## src/rtl/core/hjbp_pkg.sv

```systemverilog
package hjbp_pkg;

  localparam int MAX_ROWS_DEF = 64;
  localparam int NUM_COLS_DEF = 4;
  localparam int MAX_COLS     = 4;
  localparam int COL_W        = 32;

  typedef logic [COL_W-1:0] col_t;
  typedef logic [MAX_COLS-1:0][COL_W-1:0] row_t;

  // Input operation codes; code 3 is unused and produces no result.
  typedef enum logic [1:0] {
    OP_BUILD = 2'd0,
    OP_PROBE = 2'd1,
    OP_CLEAR = 2'd2
  } op_t;

  // Result status codes.
  localparam logic [2:0] ST_MATCH    = 3'd0;
  localparam logic [2:0] ST_NO_MATCH = 3'd1;
  localparam logic [2:0] ST_STORED   = 3'd2;
  localparam logic [2:0] ST_FULL     = 3'd3;
  localparam logic [2:0] ST_CLEARED  = 3'd4;

  // Configuration register indexes.
  localparam logic [2:0] REG_R_KEY_COL  = 3'd0;
  localparam logic [2:0] REG_S_KEY_COL  = 3'd1;
  localparam logic [2:0] REG_JOIN_MODE  = 3'd2;
  localparam logic [2:0] REG_ARITH_NUM  = 3'd3;
  localparam logic [2:0] REG_WHERE_EN   = 3'd4;
  localparam logic [2:0] REG_WHERE_COL  = 3'd5;
  localparam logic [2:0] REG_WHERE_OP   = 3'd6;
  localparam logic [2:0] REG_WHERE_NUM  = 3'd7;

  // Join modes.
  localparam logic [1:0] JOIN_EQ  = 2'd0;
  localparam logic [1:0] JOIN_ADD = 2'd1;
  localparam logic [1:0] JOIN_SUB = 2'd2;

  // Where comparison operators, signed.
  localparam logic [2:0] WOP_EQ = 3'd0;
  localparam logic [2:0] WOP_NE = 3'd1;
  localparam logic [2:0] WOP_GT = 3'd2;
  localparam logic [2:0] WOP_GE = 3'd3;
  localparam logic [2:0] WOP_LT = 3'd4;
  localparam logic [2:0] WOP_LE = 3'd5;

  typedef struct packed {
    logic       load_row;
    logic       scan_start;
    logic       scan_en;
    logic       store;
    logic       clear;
    logic       emit;
    logic [2:0] emit_status;
    logic       flush;
  } ctrl_cmd_t;

  typedef struct packed {
    logic out_free;
    logic full;
    logic scan_done;
  } ctrl_stat_t;

endpackage

```

## src/rtl/core/hjbp_ctrl.sv

```systemverilog
module hjbp_ctrl (
  input  logic                   clk,
  input  logic                   rst,
  input  logic                   in_valid,
  input  logic [1:0]             in_op,
  output logic                   in_ready,
  input  hjbp_pkg::ctrl_stat_t   stat,
  output hjbp_pkg::ctrl_cmd_t    cmd
);
  import hjbp_pkg::*;

  typedef enum logic [2:0] {
    S_IDLE,
    S_BUILD,
    S_CLEAR,
    S_SCAN,
    S_FLUSH
  } state_t;

  state_t state;
  state_t state_next;

  always_comb begin
    cmd        = '0;
    state_next = state;
    in_ready   = 1'b0;
    case (state)
      S_IDLE: begin
        in_ready = 1'b1;
        if (in_valid) begin
          cmd.load_row = 1'b1;
          case (in_op)
            OP_BUILD: state_next = S_BUILD;
            OP_PROBE: begin
              cmd.scan_start = 1'b1;
              state_next     = S_SCAN;
            end
            OP_CLEAR: state_next = S_CLEAR;
            default:  state_next = S_IDLE;
          endcase
        end
      end
      S_BUILD: begin
        if (stat.out_free) begin
          cmd.emit        = 1'b1;
          cmd.emit_status = stat.full ? ST_FULL : ST_STORED;
          cmd.store       = !stat.full;
          state_next      = S_IDLE;
        end
      end
      S_CLEAR: begin
        if (stat.out_free) begin
          cmd.emit        = 1'b1;
          cmd.emit_status = ST_CLEARED;
          cmd.clear       = 1'b1;
          state_next      = S_IDLE;
        end
      end
      S_SCAN: begin
        cmd.scan_en = 1'b1;
        if (stat.scan_done) begin
          state_next = S_FLUSH;
        end
      end
      S_FLUSH: begin
        if (stat.out_free) begin
          cmd.flush  = 1'b1;
          state_next = S_IDLE;
        end
      end
      default: state_next = S_IDLE;
    endcase
  end

  always_ff @(posedge clk) begin
    if (rst) begin
      state <= S_IDLE;
    end else begin
      state <= state_next;
    end
  end

endmodule

```

## config.mk

```make
export PLATFORM = sky130hd
export DESIGN_NAME = hjbp_ctrl
export DESIGN_NICKNAME = d
export VERILOG_FILES = /design/src/rtl/core/hjbp_pkg.sv /design/src/rtl/core/hjbp_ctrl.sv
export SDC_FILE = /design/constraint.sdc
export NUM_CORES = 1
export LEC_CHECK = 0
export ABC_AREA = 0
export BUFFER_PORTS_ARGS = -buffer_cell sky130_fd_sc_hd__buf_2
export CORE_AREA = 2 2 39 41
export DETAILED_ROUTE_END_ITERATION = 16
export DIE_AREA = 0 0 41 43
export PLACE_DENSITY = 0.53
export SYNTH_ARGS = -nofsm -noshare
export SYNTH_HDL_FRONTEND = slang
export SYNTH_SLANG_ARGS = --single-unit
```

## constraint.sdc

```tcl
create_clock -name clk -period 1.3 [get_ports clk]
set_input_delay 0.065 -clock clk [delete_from_list [all_inputs] [get_ports clk]]
set_output_delay 0.065 -clock clk [all_outputs]
set_load 0.005 [all_outputs]
```

==> results.json, run 1 <==
{
  "fillers": 154,
  "max_clock_freq_mhz": 853.5,
  "r2r_start": "state[2]$_SDFFE_PP0P_",
  "ant_nets": 0,
  "power.total_uw": 360.7,
  "outcome": "finished clean",
  "num_vias": 305,
  "worstPathRequired_ns": 1.24,
  "gp_congestion": 0.7262,
  "timing.reg2reg.setup_slack_ns": 0.27,
  "startpoint_type": "flip-flop",
  "drc": 0,
  "cts_sinks": 3,
  "htreeDepth": 1,
  "drive_above_1_share_pct": 46.55,
  "first_pass_iters": 4,
  "min_path_type": "in2reg",
  "synth_warnings": 0,
  "path_clk_slew_ns": 0.04,
  "via_per_inst": 4.122,
  "synthToLayoutAreaGrowth_pct": 46.90,
  "grt_pass1_vias": 272,
  "start_util_pct": 20.43,
  "nets": 70,
  "grt_pass1_wl_mm": 1.007,
  "gr-total-overflow": 0,
  "critical_path.cell_chain": "nor2_1, nand3_1, inv_1, and2_1, buf_2",
  "hp-start": "rst",
  "hold_path_end": "state[2]$_SDFFE_PP0P_",
  "min_period_ns": 1.172,
  "antennaDiodeCount": 0,
  "hold_viol_final": 0,
  "peakVddDrop_mv": 0.3010,
  "relSlewSlack_pct": 85.14,
  "synth_cells": 37,
  "cts_root_buf": "clkbuf_4",
  "cts_setup_buffers": 0,
  "power.leakage_nw": 0.2359,
  "floorplan.rows": 14,
  "slew_violations": 0,
  "cp_slowest_cell": "dfxtp_2",
  "grt_max_degree": 8,
  "criticalPathCategory": "reg2out",
  "largest_registers": "state x3",
  "slowest_delay_ns": 0.39,
  "cp-end-kind": "output port",
  "setup_violations": 0,
  "regToRegEndpoint": "state[0]$_SDFFE_PP0P_",
  "grt_usage_pct": 9.419,
  "drt_wl_total_microns": 672,
  "p_per_area_nw_per_um2": 868.2,
  "die_w_microns": 41,
  "largest_reg_flops": 3,
  "r2r_cells": 3,
  "clockBufferDepth": 2,
  "rsz0062_at_grt": "no",
  "post-dp-hpwl_microns": 523.3,
  "ys_seq_area_share_pct": 21.24,
  "syn_area_per_cell_sq_um": 7.642,
  "fp.coreArea_sq_um": 1384,
  "synth_cell_types": 18,
  "setup_tns_ns": 0,
  "post_cts_resized": 0,
  "tritoncts": "built",
  "first_iter_violations": 3,
  "tightestPinTransition_ns": 0.2205,
  "portBuffers": 18,
  "die_y_microns": 43,
  "hold_depth": 2,
  "worstPathArrival_ns": 1.11,
  "cp_max_fo": 5,
  "cts_hold_buf": 0,
  "max-cap-violations": 0,
  "fin_crit_sh_pct": 90.13,
  "syn_area_sq_um": 282.8,
  "mappedNetlistNets": 48,
  "wire_per_inst_microns": 9.081,
  "synth-seq-cells": 3,
  "skew_ns": 0.002223,
  "regMostFlops": "state",
  "pin_count": 19,
  "cts_buffers": 3,
  "clk_latency_ns": 0.24,
  "die_area_sq_um": 1763,
  "crit_start": "state[1]$_SDFFE_PP0P_",
  "antenna_found_initial": 0
}
==> final cells by class <==
| cell class | count | area (sq um) | share of cell area [%] |
|---|---|---|---|
| Multi-Input combinational cell | 28 | 196.4 | 47.29 |
| Timing Repair Buffer | 18 | 90.09 | 21.69 |
| Clock buffer | 4 | 26.28 | 6.325 |
| Sequential cell | 3 | 63.81 | 15.36 |
| Tap cell | 16 | 20.02 | 4.819 |
| Inverter | 5 | 18.77 | 4.518 |
==> worst max path at each step <==
stage	cells after the start	end
after floorplan	3	state[0]$_SDFFE_PP0P_
after global placement	3	state[0]$_SDFFE_PP0P_
after detailed placement	3	state[0]$_SDFFE_PP0P_
after CTS	5	cmd[1]
after global routing	5	cmd[1]
final	5	cmd[1]
==> worst max-delay path, delay by kind of cell, from the launching register on <==
family	cells	cell delay [ns]
DFF	1	0.39
buffers and inverters	2	0.18
and+or+nand+nor	3	0.30
==> cells by family after synthesis <==
family                   synth area share (%)
AO/OA/AOI/OAI                           13.72
flip-flops                              21.24
buffers and inverters                   9.294
multiplexers                            3.540
adder cells (fa/ha/maj)                 13.28
AND/OR/NAND/NOR                         38.95
==> cell usage in the layout (no fill, tap or decap), drive strengths merged <==
cell	instances
nand4b	1
nor3	1
clkbuf	4
and3	1
o41ai	1
inv	5
mux2i	1
o21ai	1
nand2	3
ha	3
nor2	8
o32a	1
nand2b	3
nand3	2
buf	18
o31ai	1
dfxtp	3
and2	1
==> through the flow <==
stage | hold slack [ns] | instances | area (sq um) | util (%) | setup slack (ns)
CTS | 0.04217 | 74 | 411.6 | 29.75 | 0.02883
floorplan | 0.1372 | 37 | 282.8 | - | 0.3028
global route | 0.05193 | 74 | 415.4 | 30.02 | 0.01730
finish | 0.04267 | 74 | 415.4 | 30.02 | 0.1283
detailed placement | 0.3044 | 70 | 385.4 | 27.85 | 0.2503
global placement | 0.3080 | 70 | 385.4 | 27.85 | 0.2351
==> Yosys cell counts <==
| library cell | count | share of area (%) |
|---|---|---|
| buf_4 | 1 | 2.7 |
| o31ai_1 | 1 | 2.7 |
| nand4b_1 | 1 | 3.1 |
| and3_1 | 1 | 2.2 |
| o21ai_0 | 1 | 1.8 |
| nand3_1 | 2 | 3.5 |
| nand2_2 | 1 | 2.2 |
| nand2b_1 | 3 | 6.6 |
| nor2_1 | 8 | 11 |
| ha_1 | 3 | 13 |
| inv_1 | 5 | 6.6 |
| o41ai_2 | 1 | 5.8 |
| o32a_1 | 1 | 3.5 |
| and2_1 | 1 | 2.2 |
| dfxtp_1 | 3 | 21 |
| nor3_4 | 1 | 5.8 |
| nand2_1 | 2 | 2.7 |
| mux2i_1 | 1 | 3.5 |
==> power breakdown <==
part	switching [mW]	internal, mW
clock	0.0557	0.115
sequential	0.00947	0.0984
combinational	0.0414	0.0402
total	0.107	0.254
==> layer usage <==
metal / track usage (%) / up-vias / wire, microns / part of all wire [%]
met4: 6.000 / 0 / 0 / 0
li1: - / 166 / - / -
met5: 0 / - / 0 / 0
met2: 14.37 / 11 / 360 / 54
met3: 9.424 / 0 / 74 / 11
met1: 6.709 / 128 / 237 / 35
No activity file was read; power rests on OpenSTA's default activity.
==> run 2, diff against run 1 <==
--- a/config.mk
+++ b/config.mk
@@ -11,6 +11,7 @@
 export DETAILED_ROUTE_END_ITERATION = 16
 export DIE_AREA = 0 0 41 43
 export PLACE_DENSITY = 0.53
+export SETUP_SLACK_MARGIN = 0.2
 export SYNTH_ARGS = -nofsm -noshare
 export SYNTH_HDL_FRONTEND = slang
 export SYNTH_SLANG_ARGS = --single-unit
==> run 2 against run 1 <==
Net effect: hold slack lost 0.0010 ns; global-route usage grew 0.30 points; via count grew 3.0%; non-clock buffer count grew 1; core utilization grew 4.2 points; flip-flop and latch count is the same; largest cell class unchanged; largest power group unchanged.
==> results.json, run 2 (synthesis results as in run 1) <==
{
  "setup_violations": 0,
  "drt_wl_total_microns": 703,
  "clock_power_share_pct": 45.8,
  "fillers": 147,
  "cts_sinks": 3,
  "criticalPathCategory": "reg2out",
  "cts_hold_buf": 0,
  "gp_congestion": 0.7262,
  "skew_ns": 0.002274,
  "peakVddDrop_mv": 0.3117,
  "outcome": "finished clean",
  "post-route-util_pct": 34.27,
  "p_per_area_nw_per_um2": 797.6,
  "antenna_found_initial": 0,
  "placed_cells": 70,
  "regMostFlops": "state",
  "via_per_inst": 4.187,
  "power.total_uw": 378.2,
  "die_w_microns": 41,
  "first_pass_iters": 2,
  "antennaDiodeCount": 0,
  "clk_latency_ns": 0.24,
  "grt_usage_pct": 9.719,
  "grt_max_degree": 8,
  "slew_violations": 0,
  "min_period_ns": 1.170,
  "fp.coreArea_sq_um": 1384,
  "tightestPinTransition_ns": 0.2166,
  "mostFrequentLayoutCells": "buf_2 (17), nor2_1 (6), inv_1 (4)",
  "hold_viol_final": 0,
  "power.leakage_nw": 0.2485,
  "rsz0062_at_grt": "yes",
  "min_path_type": "in2reg",
  "drc": 0,
  "worstPathArrival_ns": 1.11,
  "p_sw_uw": 117.6,
  "relSlewSlack_pct": 85.40,
  "setup_tns_ns": 0,
  "die_y_microns": 43,
  "ant_nets": 0,
  "path_clk_slew_ns": 0.04,
  "synthToLayoutAreaGrowth_pct": 67.70,
  "gr-total-overflow": 0,
  "nets": 71,
  "final_common_cell": "buf_2",
  "max_clock_freq_mhz": 854.5,
  "drive_above_1_share_pct": 59.32,
  "tritoncts": "built",
  "pin_count": 19,
  "pwr-share-seq_pct": 28.3,
  "fin_crit_sh_pct": 90.02,
  "floorplan.rows": 14,
  "start_util_pct": 20.43,
  "p_int_uw": 260.6,
  "post-dp-hpwl_microns": 523.3,
  "num_vias": 314,
  "cts_buffers": 3,
  "grt_pass1_wl_mm": 1.048,
  "grt_pass1_vias": 280,
  "max-cap-violations": 0,
  "cp-end-kind": "output port",
  "startpoint_type": "flip-flop",
  "wire_per_inst_microns": 9.373,
  "portBuffers": 18,
  "worstPathRequired_ns": 1.24,
  "cts_root_buf": "clkbuf_4",
  "clockBufferDepth": 2,
  "sw_frac_of_total_pct": 31.09,
  "first_iter_violations": 5,
  "largest_reg_flops": 3,
  "cp_max_fo": 5,
  "htreeDepth": 1,
  "pwr-share-comb_pct": 25.9,
  "stdcell_count": 75,
  "die_area_sq_um": 1763,
  "largest_registers": "state x3"
}
[run 2: path summary, 6_finish.rpt]
kind	from	to	slack, ns	cells after the start
hold / removal	rst	state[2]$_SDFFE_PP0P_	0.04	2
setup / recovery	state[2]$_SDFFE_PP0P_	cmd[8]	0.13	3
hold reg to reg	state[0]$_SDFFE_PP0P_	state[0]$_SDFFE_PP0P_	0.60	3
setup reg to reg	state[2]$_SDFFE_PP0P_	state[0]$_SDFFE_PP0P_	0.27	3
[run 2: per-stage QoR]
stage          setup WS (ns)  instance area, sq um  hold slack, ns
5_1_grt              0.07324                 474.2         0.04842
6_report              0.1297                 474.2         0.04162
3_5_place_dp          0.2503                 385.4          0.3044
4_1_cts               0.1310                 417.9         0.03484
2_1_floorplan         0.3028                 282.8          0.1372
3_3_place_gp          0.2351                 385.4          0.3080
[run 2: layout make-up]
type                    instances  area, sq um  area share (%)
well taps                      16        20.02           4.222
inverters                       5        18.77           3.958
multi-input cells              28        234.0           49.34
flip-flops and latches          3        71.32           15.04
repair buffers                 19        103.9           21.90
clock buffers                   4        26.28           5.541
[run 2: power by group through the flow]
stage	Clock [mW]	Sequential (mW)	Combinational, mW
after detailed placement	0	0.108	0.0830
after floorplan	0	0.106	0.0474
after CTS	0.183	0.107	0.0832
final	0.173	0.107	0.0978
after global placement	0	0.108	0.0829
after global routing	0.192	0.108	0.110
[run 2: per-layer routing]
metal | vias up | global-route usage, % | part of all wire (%) | routed length, microns
met3 | 3 | 9.424 | 11 | 78
met5 | - | 0 | 0 | 0
met2 | 12 | 15.00 | 51 | 361
met4 | 0 | 6.000 | 2.7 | 19
met1 | 130 | 7.029 | 35 | 244
li1 | 169 | - | - | -
[run 2: critical path, stage by stage, from the launching register on]
cell	delay, ns
dfxtp_4	0.36
nor3_4	0.23
and3_1	0.17
buf_2	0.10
[run 2: what timing repair did]
item | CTS | global route
pin swaps | 3 | 3
setup endpoints to repair | 10 | 10
buffers inserted | 0 | 1
gates resized for setup | 4 | 13
==> run 3, diff against run 2 <==
--- a/config.mk
+++ b/config.mk
@@ -7,10 +7,12 @@
 export LEC_CHECK = 0
 export ABC_AREA = 0
 export BUFFER_PORTS_ARGS = -buffer_cell sky130_fd_sc_hd__buf_2
+export CAP_MARGIN = 20
 export CORE_AREA = 2 2 39 41
 export DETAILED_ROUTE_END_ITERATION = 16
 export DIE_AREA = 0 0 41 43
 export PLACE_DENSITY = 0.53
+export REMOVE_ABC_BUFFERS = 1
 export SETUP_SLACK_MARGIN = 0.2
 export SYNTH_ARGS = -nofsm -noshare
 export SYNTH_HDL_FRONTEND = slang
==> run 3 against run 2 <==
Net effect: combinational power down 4.9%; core utilization fell by 1.6 points; final area shrank 4.7%; flip-flop and latch count unchanged; total power shrank 3.0%; hold slack better by 0.0075 ns; sequential power hardly changed; routed wire length down 3.6%; maximum frequency increased by 1.5%; critical endpoint unchanged.
==> results.json, run 3 (synthesis results as in run 1) <==
{
  "outcome": "finished clean",
  "cts_buffers": 3,
  "via_per_inst": 4.324,
  "slew_violations": 0,
  "rsz0062_at_grt": "yes",
  "first_pass_iters": 4,
  "cp_max_fo": 5,
  "dr_wl_met3_microns": 51,
  "pwr-share-comb_pct": 25.3,
  "regMostFlops": "state",
  "gp_congestion": 0.7362,
  "p_per_area_nw_per_um2": 812.2,
  "cts_setup_buffers": 0,
  "power.leakage_nw": 0.2406,
  "pin_count": 19,
  "htreeDepth": 1,
  "grt_usage_pct": 8.434,
  "criticalPathCategory": "reg2out",
  "largest_reg_flops": 3,
  "die_w_microns": 41,
  "nets": 70,
  "pwr-share-seq_pct": 29.8,
  "start_util_pct": 20.43,
  "clock_power_share_pct": 44.8,
  "clk_latency_ns": 0.23,
  "setup_violations": 0,
  "top_layer": "met4",
  "num_vias": 320,
  "max_clock_freq_mhz": 866.9,
  "setup_tns_ns": 0,
  "worstPathArrival_ns": 1.09,
  "hold_ws_ns": 0.04910,
  "cts_hold_buf": 0,
  "portBuffers": 18,
  "synthToLayoutAreaGrowth_pct": 59.73,
  "startpoint_type": "flip-flop",
  "skew_ns": 0.003369,
  "fin_crit_sh_pct": 88.73,
  "drt_wl_total_microns": 678,
  "peakVddDrop_mv": 0.2632,
  "timing.reg2reg.setup_slack_ns": 0.28,
  "timing.final.ws_setup_ns": 0.1465,
  "sw_frac_of_total_pct": 29.05,
  "wire_per_inst_microns": 9.162,
  "fillers": 161,
  "clockBufferDepth": 2,
  "cp-end-kind": "output port",
  "cts_root_buf": "clkbuf_4",
  "wl_met1_microns": 286,
  "die_area_sq_um": 1763,
  "floorplan.rows": 14,
  "tritoncts": "built",
  "antennaDiodeCount": 0,
  "path_clk_slew_ns": 0.04,
  "worstPathRequired_ns": 1.24,
  "drive_above_1_share_pct": 58.62,
  "grt_pass1_vias": 252,
  "p_sw_uw": 106.6,
  "min_path_type": "in2reg",
  "fp.coreArea_sq_um": 1384,
  "place_ws_ns": 0.2750,
  "ant_nets": 0,
  "final_common_cell": "buf_2",
  "relSlewSlack_pct": 86.09,
  "grt_pass1_wl_microns": 924,
  "gr-total-overflow": 0,
  "max-cap-violations": 0,
  "p_int_uw": 260.3,
  "grt_max_degree": 8,
  "antenna_found_initial": 0,
  "drc": 0,
  "post-dp-hpwl_microns": 544.5,
  "mostFrequentLayoutCells": "buf_2 (17), nor2_1 (6), inv_1 (4)",
  "min_period_ns": 1.153,
  "die_y_microns": 43,
  "hold_viol_final": 0,
  "met2RoutedLength_microns": 331,
  "cts_sinks": 3,
  "tightestPinTransition_ns": 0.2065,
  "first_iter_violations": 9,
  "largest_registers": "state x3"
}
==> run 3: metal layers <==
metal / vias up / global-route usage [%]
li1: 165 / -
met1: 138 / 8.682
met2: 15 / 11.25
met3: 2 / 1.571
met4: 0 / 12.00
met5: - / 0
==> run 3: power by group through the flow <==
stage | logic [mW] | registers (mW) | clock network, mW
after floorplan | 0.0454 | 0.106 | 0
after global placement | 0.0836 | 0.108 | 0
after detailed placement | 0.0835 | 0.108 | 0
after global routing | 0.105 | 0.111 | 0.175
after CTS | 0.0842 | 0.107 | 0.173
final | 0.0930 | 0.109 | 0.164
==> run 3: worst paths after layout <==
check,endpoint,from,cells after the start
max reg2reg,state[0]$_SDFFE_PP0P_,state[2]$_SDFFE_PP0P_,3
min reg2reg,state[0]$_SDFFE_PP0P_,state[0]$_SDFFE_PP0P_,2
max,cmd[8],state[2]$_SDFFE_PP0P_,3
min,state[2]$_SDFFE_PP0P_,rst,2
==> run 3: critical path, stage by stage (launching register included) <==
cell	delay, ns
dfxtp_2	0.35
nor3_4	0.23
and3_1	0.17
buf_2	0.10
==> run 3: cell type report <==
type,instances,area (sq um),area share [%]
Clock buffer,4,26.28,5.817
Inverter,5,18.77,4.155
Multi-Input combinational cell,28,224.0,49.58
Sequential cell,3,66.31,14.68
Tap cell,16,20.02,4.432
Timing Repair Buffer,18,96.34,21.33
==> run 3: per-stage QoR <==
step	power [mW]	std cells	util, %	area, sq um
CTS	0.3645	74	30.20	417.9
detailed placement	0.1915	70	27.85	385.4
global route	0.3905	74	32.64	451.7
floorplan	0.1518	36	-	275.3
global placement	0.1915	70	27.85	385.4
finish	0.3668	74	32.64	451.7
==> run 3: timing repair <==
action / CTS / global route
gates resized for setup: 4 / 10
pin swaps: 1 / 3
setup endpoints to repair: 10 / 10
